`config.mk`:
```
export PLATFORM = sky130hd
export DESIGN_NAME = two_level_task_queue_with_promotion
export DESIGN_NICKNAME = d
export VERILOG_FILES = /design/src/hw/rtl/tltq_pkg.sv /design/src/hw/rtl/tltq_ram.sv /design/src/hw/rtl/two_level_task_queue_with_promotion.sv
export SDC_FILE = /design/constraint.sdc
export NUM_CORES = 2
export LEC_CHECK = 0
export BUFFER_PORTS_ARGS = -buffer_cell sky130_fd_sc_hd__buf_4
export CORE_MARGIN = 1.5
export CORE_UTILIZATION = 25
export CTS_BUF_LIST = sky130_fd_sc_hd__clkbuf_16
export DETAILED_ROUTE_END_ITERATION = 8
export PLACE_DENSITY = 0.38
export SYNTH_ARGS = -nofsm -noshare
export SYNTH_HDL_FRONTEND = slang
export SYNTH_SLANG_ARGS = --single-unit
export TNS_END_PERCENT = 1
```
`constraint.sdc`:
```
create_clock -name clk -period 16.4 [get_ports clk]
set_clock_uncertainty 0.1 [all_clocks]
set_input_delay 2.46 -clock clk [delete_from_list [all_inputs] [get_ports clk]]
set_output_delay 2.46 -clock clk [all_outputs]
set_load 0.03 [all_outputs]
```
`src/hw/rtl/tltq_pkg.sv`:
```
// tltq_pkg: shared types, codes and sizing for the two-level task queue
// no dependencies; used by the top level by scoped names

package tltq_pkg;

    // combined capacity of both queues, also the depth of each store
    localparam int DEPTH   = 16;
    localparam int PTR_W   = $clog2(DEPTH);
    localparam int CNT_W   = $clog2(DEPTH + 1);
    localparam int HALF_W  = 40;
    localparam int TASK_W  = 2 * HALF_W;
    localparam int LEVEL_W = 5;

    typedef logic [PTR_W-1:0] ptr_t;
    typedef logic [CNT_W-1:0] cnt_t;

    typedef enum logic [1:0] {
        REQ_PUSH    = 2'd0,
        REQ_POP     = 2'd1,
        REQ_PROMOTE = 2'd2
    } req_e_t;

    typedef enum logic [1:0] {
        ST_DONE  = 2'd0,
        ST_FULL  = 2'd1,
        ST_EMPTY = 2'd2
    } status_t;

    typedef enum logic {
        S_IDLE,
        S_READ
    } state_t;

    typedef struct packed {
        logic [HALF_W-1:0] hi;
        logic [HALF_W-1:0] lo;
    } task_t;

    typedef struct packed {
        status_t            status;
        task_t              data;
        logic               served;
        logic [LEVEL_W-1:0] n_level;
        logic [LEVEL_W-1:0] p_level;
    } result_t;

    // wrap a pointer from the last entry back to zero
    function automatic ptr_t ptr_adv(input ptr_t p);
        ptr_t r;
        r = (p == PTR_W'(DEPTH - 1)) ? '0 : p + PTR_W'(1);
        return r;
    endfunction

    // queue level reported modulo 32
    function automatic logic [LEVEL_W-1:0] to_level(input cnt_t c);
        logic [31:0] wide;
        wide = 32'(c);
        return wide[LEVEL_W-1:0];
    endfunction

endpackage

```
`src/hw/rtl/tltq_ram.sv`:
```
// tltq_ram: generic single-write, single-read ram with registered read data
// no dependencies

module tltq_ram #(
    parameter int WIDTH = 80,
    parameter int DEPTH = 16,
    localparam int AW   = $clog2(DEPTH)
) (
    input  logic             clk,
    input  logic             we,
    input  logic [AW-1:0]    waddr,
    input  logic [WIDTH-1:0] wdata,
    input  logic [AW-1:0]    raddr,
    output logic [WIDTH-1:0] rdata
);

    logic [WIDTH-1:0] mem [DEPTH];

    always_ff @(posedge clk)
    begin
        if (we)
        begin
            mem[waddr] <= wdata;
        end
        rdata <= mem[raddr];
    end

endmodule

```
`src/hw/rtl/two_level_task_queue_with_promotion.sv`:
```
// two_level_task_queue_with_promotion: normal and priority task fifos sharing one capacity
// depends on tltq_pkg and tltq_ram (one ram per queue)
// push, rejected and empty requests give their item in the cycle after acceptance;
// pop and promote first pass through S_READ for the registered ram read; no new request is taken there
// throughput: one request per cycle for push/reject/empty while the result slot is free or draining
// reset: rst_n asynchronous active low clears pointers, counts and handshake state; stores are not cleared

module two_level_task_queue_with_promotion (
    input  logic        clk,
    input  logic        rst_n,
    // request side
    input  logic        s_axis_tvalid,
    output logic        s_axis_tready,
    input  logic [79:0] s_axis_tdata,  // task_low_bytes[39:0], task_high_bytes[79:40]
    input  logic [2:0]  s_axis_tuser,  // req_type[1:0], push_priority[2]
    // result side
    output logic        m_axis_tvalid,
    input  logic        m_axis_tready,
    output logic [95:0] m_axis_tdata,  // out_low_bytes[39:0], out_high_bytes[79:40],
                                       // normal_level[84:80], priority_level[89:85], zero[95:90]
    output logic [2:0]  m_axis_tuser   // status[1:0], served_priority[2]
);

    // ------------------------------------------------------------------
    // state registers
    // ------------------------------------------------------------------
    tltq_pkg::state_t  state_reg,      state_next;
    tltq_pkg::ptr_t    n_rd_ptr_reg,   n_rd_ptr_next;
    tltq_pkg::ptr_t    n_wr_ptr_reg,   n_wr_ptr_next;
    tltq_pkg::ptr_t    p_rd_ptr_reg,   p_rd_ptr_next;
    tltq_pkg::ptr_t    p_wr_ptr_reg,   p_wr_ptr_next;
    tltq_pkg::cnt_t    n_count_reg,    n_count_next;
    tltq_pkg::cnt_t    p_count_reg,    p_count_next;
    tltq_pkg::cnt_t    occ_reg,        occ_next;
    logic              pend_pri_reg,   pend_pri_next;   // pop in flight serves the priority queue
    logic              pend_prom_reg,  pend_prom_next;  // promote in flight
    logic              out_valid_reg,  out_valid_next;
    tltq_pkg::result_t out_reg,        out_next;

    // ------------------------------------------------------------------
    // store rams
    // ------------------------------------------------------------------
    logic            n_we;
    logic            p_we;
    tltq_pkg::task_t p_wdata;
    tltq_pkg::task_t n_rdata;
    tltq_pkg::task_t p_rdata;
    tltq_pkg::task_t in_task;

    // both rams read their head every cycle; the head pointer only moves when
    // a pop or promote is accepted, so the data is ready in the following cycle
    tltq_ram #(
        .WIDTH (tltq_pkg::TASK_W),
        .DEPTH (tltq_pkg::DEPTH)
    ) u_normal_ram (
        .clk   (clk),
        .we    (n_we),
        .waddr (n_wr_ptr_reg),
        .wdata (in_task),
        .raddr (n_rd_ptr_reg),
        .rdata (n_rdata)
    );

    tltq_ram #(
        .WIDTH (tltq_pkg::TASK_W),
        .DEPTH (tltq_pkg::DEPTH)
    ) u_priority_ram (
        .clk   (clk),
        .we    (p_we),
        .waddr (p_wr_ptr_reg),
        .wdata (p_wdata),
        .raddr (p_rd_ptr_reg),
        .rdata (p_rdata)
    );

    // ------------------------------------------------------------------
    // input decode
    // ------------------------------------------------------------------
    tltq_pkg::req_e_t req;
    logic             push_pri;
    logic             in_acc;
    logic             out_load;

    assign req      = tltq_pkg::req_e_t'(s_axis_tuser[1:0]);
    assign push_pri = s_axis_tuser[2];
    assign in_task  = tltq_pkg::task_t'(s_axis_tdata);

    // a new item is taken only between operations and when the result slot is free or draining
    assign s_axis_tready = (state_reg == tltq_pkg::S_IDLE) && (!out_valid_reg || m_axis_tready);
    assign in_acc        = s_axis_tvalid && s_axis_tready;

    // ------------------------------------------------------------------
    // next state and store control
    // ------------------------------------------------------------------
    always_comb
    begin
        state_next     = state_reg;
        n_rd_ptr_next  = n_rd_ptr_reg;
        n_wr_ptr_next  = n_wr_ptr_reg;
        p_rd_ptr_next  = p_rd_ptr_reg;
        p_wr_ptr_next  = p_wr_ptr_reg;
        n_count_next   = n_count_reg;
        p_count_next   = p_count_reg;
        occ_next       = occ_reg;
        pend_pri_next  = pend_pri_reg;
        pend_prom_next = pend_prom_reg;
        out_next       = out_reg;
        out_load       = 1'b0;
        n_we           = 1'b0;
        p_we           = 1'b0;
        p_wdata        = in_task;

        unique case (state_reg)
            tltq_pkg::S_IDLE:
            begin
                if (in_acc)
                begin
                    out_next.status = tltq_pkg::ST_DONE;
                    out_next.data   = '0;
                    out_next.served = 1'b0;
                    unique case (req)
                        tltq_pkg::REQ_PUSH:
                        begin
                            out_load = 1'b1;
                            if (occ_reg >= tltq_pkg::CNT_W'(tltq_pkg::DEPTH))
                            begin
                                out_next.status = tltq_pkg::ST_FULL;
                            end
                            else if (push_pri)
                            begin
                                p_we          = 1'b1;
                                p_wr_ptr_next = tltq_pkg::ptr_adv(p_wr_ptr_reg);
                                p_count_next  = p_count_reg + tltq_pkg::CNT_W'(1);
                                occ_next      = occ_reg + tltq_pkg::CNT_W'(1);
                            end
                            else
                            begin
                                n_we          = 1'b1;
                                n_wr_ptr_next = tltq_pkg::ptr_adv(n_wr_ptr_reg);
                                n_count_next  = n_count_reg + tltq_pkg::CNT_W'(1);
                                occ_next      = occ_reg + tltq_pkg::CNT_W'(1);
                            end
                        end
                        tltq_pkg::REQ_POP:
                        begin
                            if (p_count_reg != '0)
                            begin
                                p_rd_ptr_next  = tltq_pkg::ptr_adv(p_rd_ptr_reg);
                                p_count_next   = p_count_reg - tltq_pkg::CNT_W'(1);
                                occ_next       = occ_reg - tltq_pkg::CNT_W'(1);
                                pend_pri_next  = 1'b1;
                                pend_prom_next = 1'b0;
                                state_next     = tltq_pkg::S_READ;
                            end
                            else if (n_count_reg != '0)
                            begin
                                n_rd_ptr_next  = tltq_pkg::ptr_adv(n_rd_ptr_reg);
                                n_count_next   = n_count_reg - tltq_pkg::CNT_W'(1);
                                occ_next       = occ_reg - tltq_pkg::CNT_W'(1);
                                pend_pri_next  = 1'b0;
                                pend_prom_next = 1'b0;
                                state_next     = tltq_pkg::S_READ;
                            end
                            else
                            begin
                                out_next.status = tltq_pkg::ST_EMPTY;
                                out_load        = 1'b1;
                            end
                        end
                        tltq_pkg::REQ_PROMOTE:
                        begin
                            // counts move now, the priority write follows with the read data
                            if (n_count_reg != '0)
                            begin
                                n_rd_ptr_next  = tltq_pkg::ptr_adv(n_rd_ptr_reg);
                                n_count_next   = n_count_reg - tltq_pkg::CNT_W'(1);
                                p_count_next   = p_count_reg + tltq_pkg::CNT_W'(1);
                                pend_pri_next  = 1'b0;
                                pend_prom_next = 1'b1;
                                state_next     = tltq_pkg::S_READ;
                            end
                            else
                            begin
                                out_next.status = tltq_pkg::ST_EMPTY;
                                out_load        = 1'b1;
                            end
                        end
                        default:
                        begin
                            // unused request code
                            out_next.status = tltq_pkg::ST_EMPTY;
                            out_load        = 1'b1;
                        end
                    endcase
                end
            end
            tltq_pkg::S_READ:
            begin
                state_next      = tltq_pkg::S_IDLE;
                out_load        = 1'b1;
                out_next.status = tltq_pkg::ST_DONE;
                if (pend_prom_reg)
                begin
                    // normal head lands at the priority tail
                    p_we            = 1'b1;
                    p_wdata         = n_rdata;
                    p_wr_ptr_next   = tltq_pkg::ptr_adv(p_wr_ptr_reg);
                    out_next.data   = '0;
                    out_next.served = 1'b0;
                end
                else
                begin
                    out_next.data   = pend_pri_reg ? p_rdata : n_rdata;
                    out_next.served = pend_pri_reg;
                end
            end
            default:
            begin
                state_next = tltq_pkg::S_IDLE;
            end
        endcase

        // levels after the request
        if (out_load)
        begin
            out_next.n_level = tltq_pkg::to_level(n_count_next);
            out_next.p_level = tltq_pkg::to_level(p_count_next);
        end

        out_valid_next = out_load || (out_valid_reg && !m_axis_tready);
    end

    // ------------------------------------------------------------------
    // registers
    // ------------------------------------------------------------------
    always_ff @(posedge clk or negedge rst_n)
    begin
        if (!rst_n)
        begin
            state_reg     <= tltq_pkg::S_IDLE;
            n_rd_ptr_reg  <= '0;
            n_wr_ptr_reg  <= '0;
            p_rd_ptr_reg  <= '0;
            p_wr_ptr_reg  <= '0;
            n_count_reg   <= '0;
            p_count_reg   <= '0;
            occ_reg       <= '0;
            pend_pri_reg  <= 1'b0;
            pend_prom_reg <= 1'b0;
            out_valid_reg <= 1'b0;
        end
        else
        begin
            state_reg     <= state_next;
            n_rd_ptr_reg  <= n_rd_ptr_next;
            n_wr_ptr_reg  <= n_wr_ptr_next;
            p_rd_ptr_reg  <= p_rd_ptr_next;
            p_wr_ptr_reg  <= p_wr_ptr_next;
            n_count_reg   <= n_count_next;
            p_count_reg   <= p_count_next;
            occ_reg       <= occ_next;
            pend_pri_reg  <= pend_pri_next;
            pend_prom_reg <= pend_prom_next;
            out_valid_reg <= out_valid_next;
        end
    end

    // result payload, no reset needed
    always_ff @(posedge clk)
    begin
        out_reg <= out_next;
    end

    // ------------------------------------------------------------------
    // result port
    // ------------------------------------------------------------------
    assign m_axis_tvalid = out_valid_reg;
    assign m_axis_tdata  = {6'b0, out_reg.p_level, out_reg.n_level, out_reg.data};
    assign m_axis_tuser  = {out_reg.served, out_reg.status};

    // ------------------------------------------------------------------
    // assertions
    // ------------------------------------------------------------------
`ifndef ASSERT_OFF
    // shared occupancy always equals the sum of the two queue counts
    a_occ_sum: assert property (@(posedge clk) disable iff (!rst_n)
        {1'b0, occ_reg} == ({1'b0, n_count_reg} + {1'b0, p_count_reg}))
        else $error("occupancy does not match queue counts");

    // combined occupancy never exceeds the capacity
    a_occ_cap: assert property (@(posedge clk) disable iff (!rst_n)
        occ_reg <= tltq_pkg::CNT_W'(tltq_pkg::DEPTH))
        else $error("occupancy beyond capacity");

    // the result slot is free while a store read is in flight
    a_slot_free: assert property (@(posedge clk) disable iff (!rst_n)
        (state_reg == tltq_pkg::S_READ) |-> !out_valid_reg)
        else $error("result slot busy during store read");

    // a store read always produces a result on the next cycle
    a_read_done: assert property (@(posedge clk) disable iff (!rst_n)
        (state_reg == tltq_pkg::S_READ) |=> (out_valid_reg && state_reg == tltq_pkg::S_IDLE))
        else $error("pop or promote result missing");
`endif

endmodule

```
==> results_dict.tcl <==
set metrics [dict create \
    outcome "complete, no violations" \
    met1_length_um 147200 \
    synth_area_um2 108400 \
    synthMuxAreaShare 0.1438 \
    pre_cts_ws_ns 9.332 \
    core_um2 431200 \
    setup_tns_ns 0 \
    tritoncts "yes" \
    fmax_mhz 164.3 \
    drv_slew 0 \
    final_area_um2 127100 \
    p_seq_frac 0.433 \
    whs_ns 0.3996 \
    yosysSeqAreaShare 0.7728 \
    clock-sinks 2848 \
    cp-start-kind "input port" \
    worst_pin_slew_ns 1.191 \
    ff2ff_setup_slack_ns 11.67 \
    grt_pass1_vias 56190 \
    post-place-cells 11280 \
    clk_latency_ns 0.91 \
    synthAdderAreaFrac 0.002609 \
    fillers 42270 \
    finalWeightedCongestion 0.7090 \
    avgRoutedWirePerCell_um 27.01 \
    final_cells 11890 \
    crit_arrival_ns 6.51 \
    required_ns 16.82 \
    placed_area_um2 116600 \
    p_sw_frac 0.2980 \
    cts_root_buf "clkbuf_16" \
    p_sw_mw 6.058 \
    io_buffer_count 181 \
    htree_levels 5 \
    drtAntennaViolNets 0 \
    synth_compound_area_frac 0.05100 \
    worst_setup_path_end_kind "flip-flop" \
    relSlewSlack 0.2062 \
    period_share 0.3710 \
    clk_pin_slew_worst_paths_ns 0.06 \
    cts_resized 0 \
    async_flop_share 0.01229 \
    cts_buffers 330 \
    utilization 0.2947 \
    max_cap_violations 0 \
    final_common_cell "edfxtp_1" \
    grt_max_degree 116 \
    nets 6006 \
    min_period_ns 6.085 \
    drive_gt1_frac 0.2200 \
    cts-hold-fix-buffers 0 \
    met3WireLength_um 15230 \
    hp-class "reg -> reg" \
    synth-edff-count 2653 \
    synthCells 5577 \
    p_leak_nw 41.04 \
    avgSynthCellArea_um2 19.43 \
    pwr-share-clk 0.351 \
    drc 0 \
    synth-xor-area-share 0.0006465 \
    routed_wl_um 321200 \
    placementRows 241 \
    cts_setup_buffers 0 \
    synthFlopType "edfxtp_1" \
    die_h_um 661.4 \
    worst_ir_drop_vdd_uv 126.3 \
    drt_iter0_drc 4312 \
    syn_to_final_growth_pct 17.25 \
    synthSimpleGateAreaFrac 0.01474 \
    grt_usage 0.1437 \
    wl_met2_um 151800 \
    grt-ovfl-total 0 \
    hold_viol_final 0 \
    setup_viol 0 \
    worst_slack_ns 10.31 \
    via_per_inst 4.523 \
    combPwrFrac 0.217 \
    dieArea_um2 437500 \
    start_util 0.2513 \
    p_int_mw 14.27 \
    synth_seq_cells 2848 \
    synth_top_family_by_area "multiplexers" \
    grt_pass1_wl_um 446900 \
    synth_warnings 0 \
    dieWidth_um 661.4 \
    crit_type "in -> reg" \
    layout_common_cells "2653 x edfxtp_1, 562 x mux2i_1, 340 x clkbuf_16" \
    crit_fanout 29 \
    antenna_found_initial 47 \
    power_density_nw_per_um2 160.0 \
    routed-via-count 53800 \
    ys_types 70 \
    boundaryPins 188 \
    dr.pass1.iters 7 \
    hpwl_um 184800 \
    rsz0062_at_grt "no" \
    cts_buffer_depth 4 \
    total_power_mw 20.33 \
    top_layer_used "met5" \
]
-- cells in the mapped netlist, drive strengths merged, types with 5 or more instances --
master  number  area (um^2)
dfrtp       35        875.8
xnor2        5        43.79
inv         21        78.83
nor3        15        85.08
mux2i      562         5625
nor4         6        37.54
a221oi     161         1416
and2        14        87.58
ha          21        262.8
mux2       244         2748
dfxtp      160         3203
buf        154        887.1
nor2b        5        31.28
clkbuf     160        600.6
nand2      184        693.2
nor2       102        382.9
a31oi        5        31.28
o21ai      339         1697
and3         6        38.79
edfxtp    2653        79670
a22oi      161         1209
a21o         7        52.55
a21oi      177        885.9
nand3        9        50.05
mux4       320         7207
-- logic make-up (layout without fill, tap and decap cells) --
group | after synthesis | after routing
buffers and inverters | 335 | 927
AOI/OAI and AO/OA | 876 | 876
and+or+nand+nor | 361 | 361
adders and majority gates | 22 | 22
DFF | 2848 | 2848
xor gates and xnor gates | 8 | 8
muxes | 1126 | 1126
other | 1 | 16
-- path summary, 6_finish.rpt --
check                                     start                      end  depth (start not counted)
min in group asynchronous                 rst_n           n_count_reg[4]                          1
max in group asynchronous                 rst_n          p_rd_ptr_reg[1]                          1
worst min-delay path                 occ_reg[3]               occ_reg[3]                          2
worst max register to register  n_rd_ptr_reg[0]   u_normal_ram.rdata[63]                          8
worst max-delay path            s_axis_tuser[0]  u_normal_ram.mem[5][70]                          9
worst min register to register       occ_reg[3]               occ_reg[3]                          2
-- per-layer routing --
layer  GRT usage  up-vias
met5           0        -
met4     0.03355       18
met3     0.02531      413
met2      0.2353     1136
met1      0.1977    28800
li1            -    23430
-- final cells by class --
type	instances	area, um^2	share of cell area
Inverter	21	78.83	0.0006204
Clock inverter	269	1931	0.01519
Clock buffer	340	8508	0.06696
Timing Repair Buffer	297	2317	0.01824
Sequential cell	2848	83780	0.6593
Tap cell	5710	7144	0.05623
Antenna cell	10	25.02	0.0001969
Multi-Input combinational cell	2399	23280	0.1832
-- power groups by stage --
stage / sequential (mW) / clock [mW] / combinational, mW
after detailed placement: 8.96 / 0 / 4.54
after floorplan: 8.71 / 0 / 3.01
after global placement: 8.96 / 0 / 4.53
after global routing: 8.84 / 7.61 / 4.78
after CTS: 8.81 / 7.35 / 4.56
final: 8.80 / 7.13 / 4.41
-- worst max-delay path: stages --
cell and delay, ns:
buf_4 0.12, inv_1 0.08, ha_1 0.41, inv_1 0.19, nor3_2 0.58, nand3_1 0.46
nor3_2 0.73, buf_4 0.77, buf_4 0.58
No activity file was read; power rests on OpenSTA's default activity.
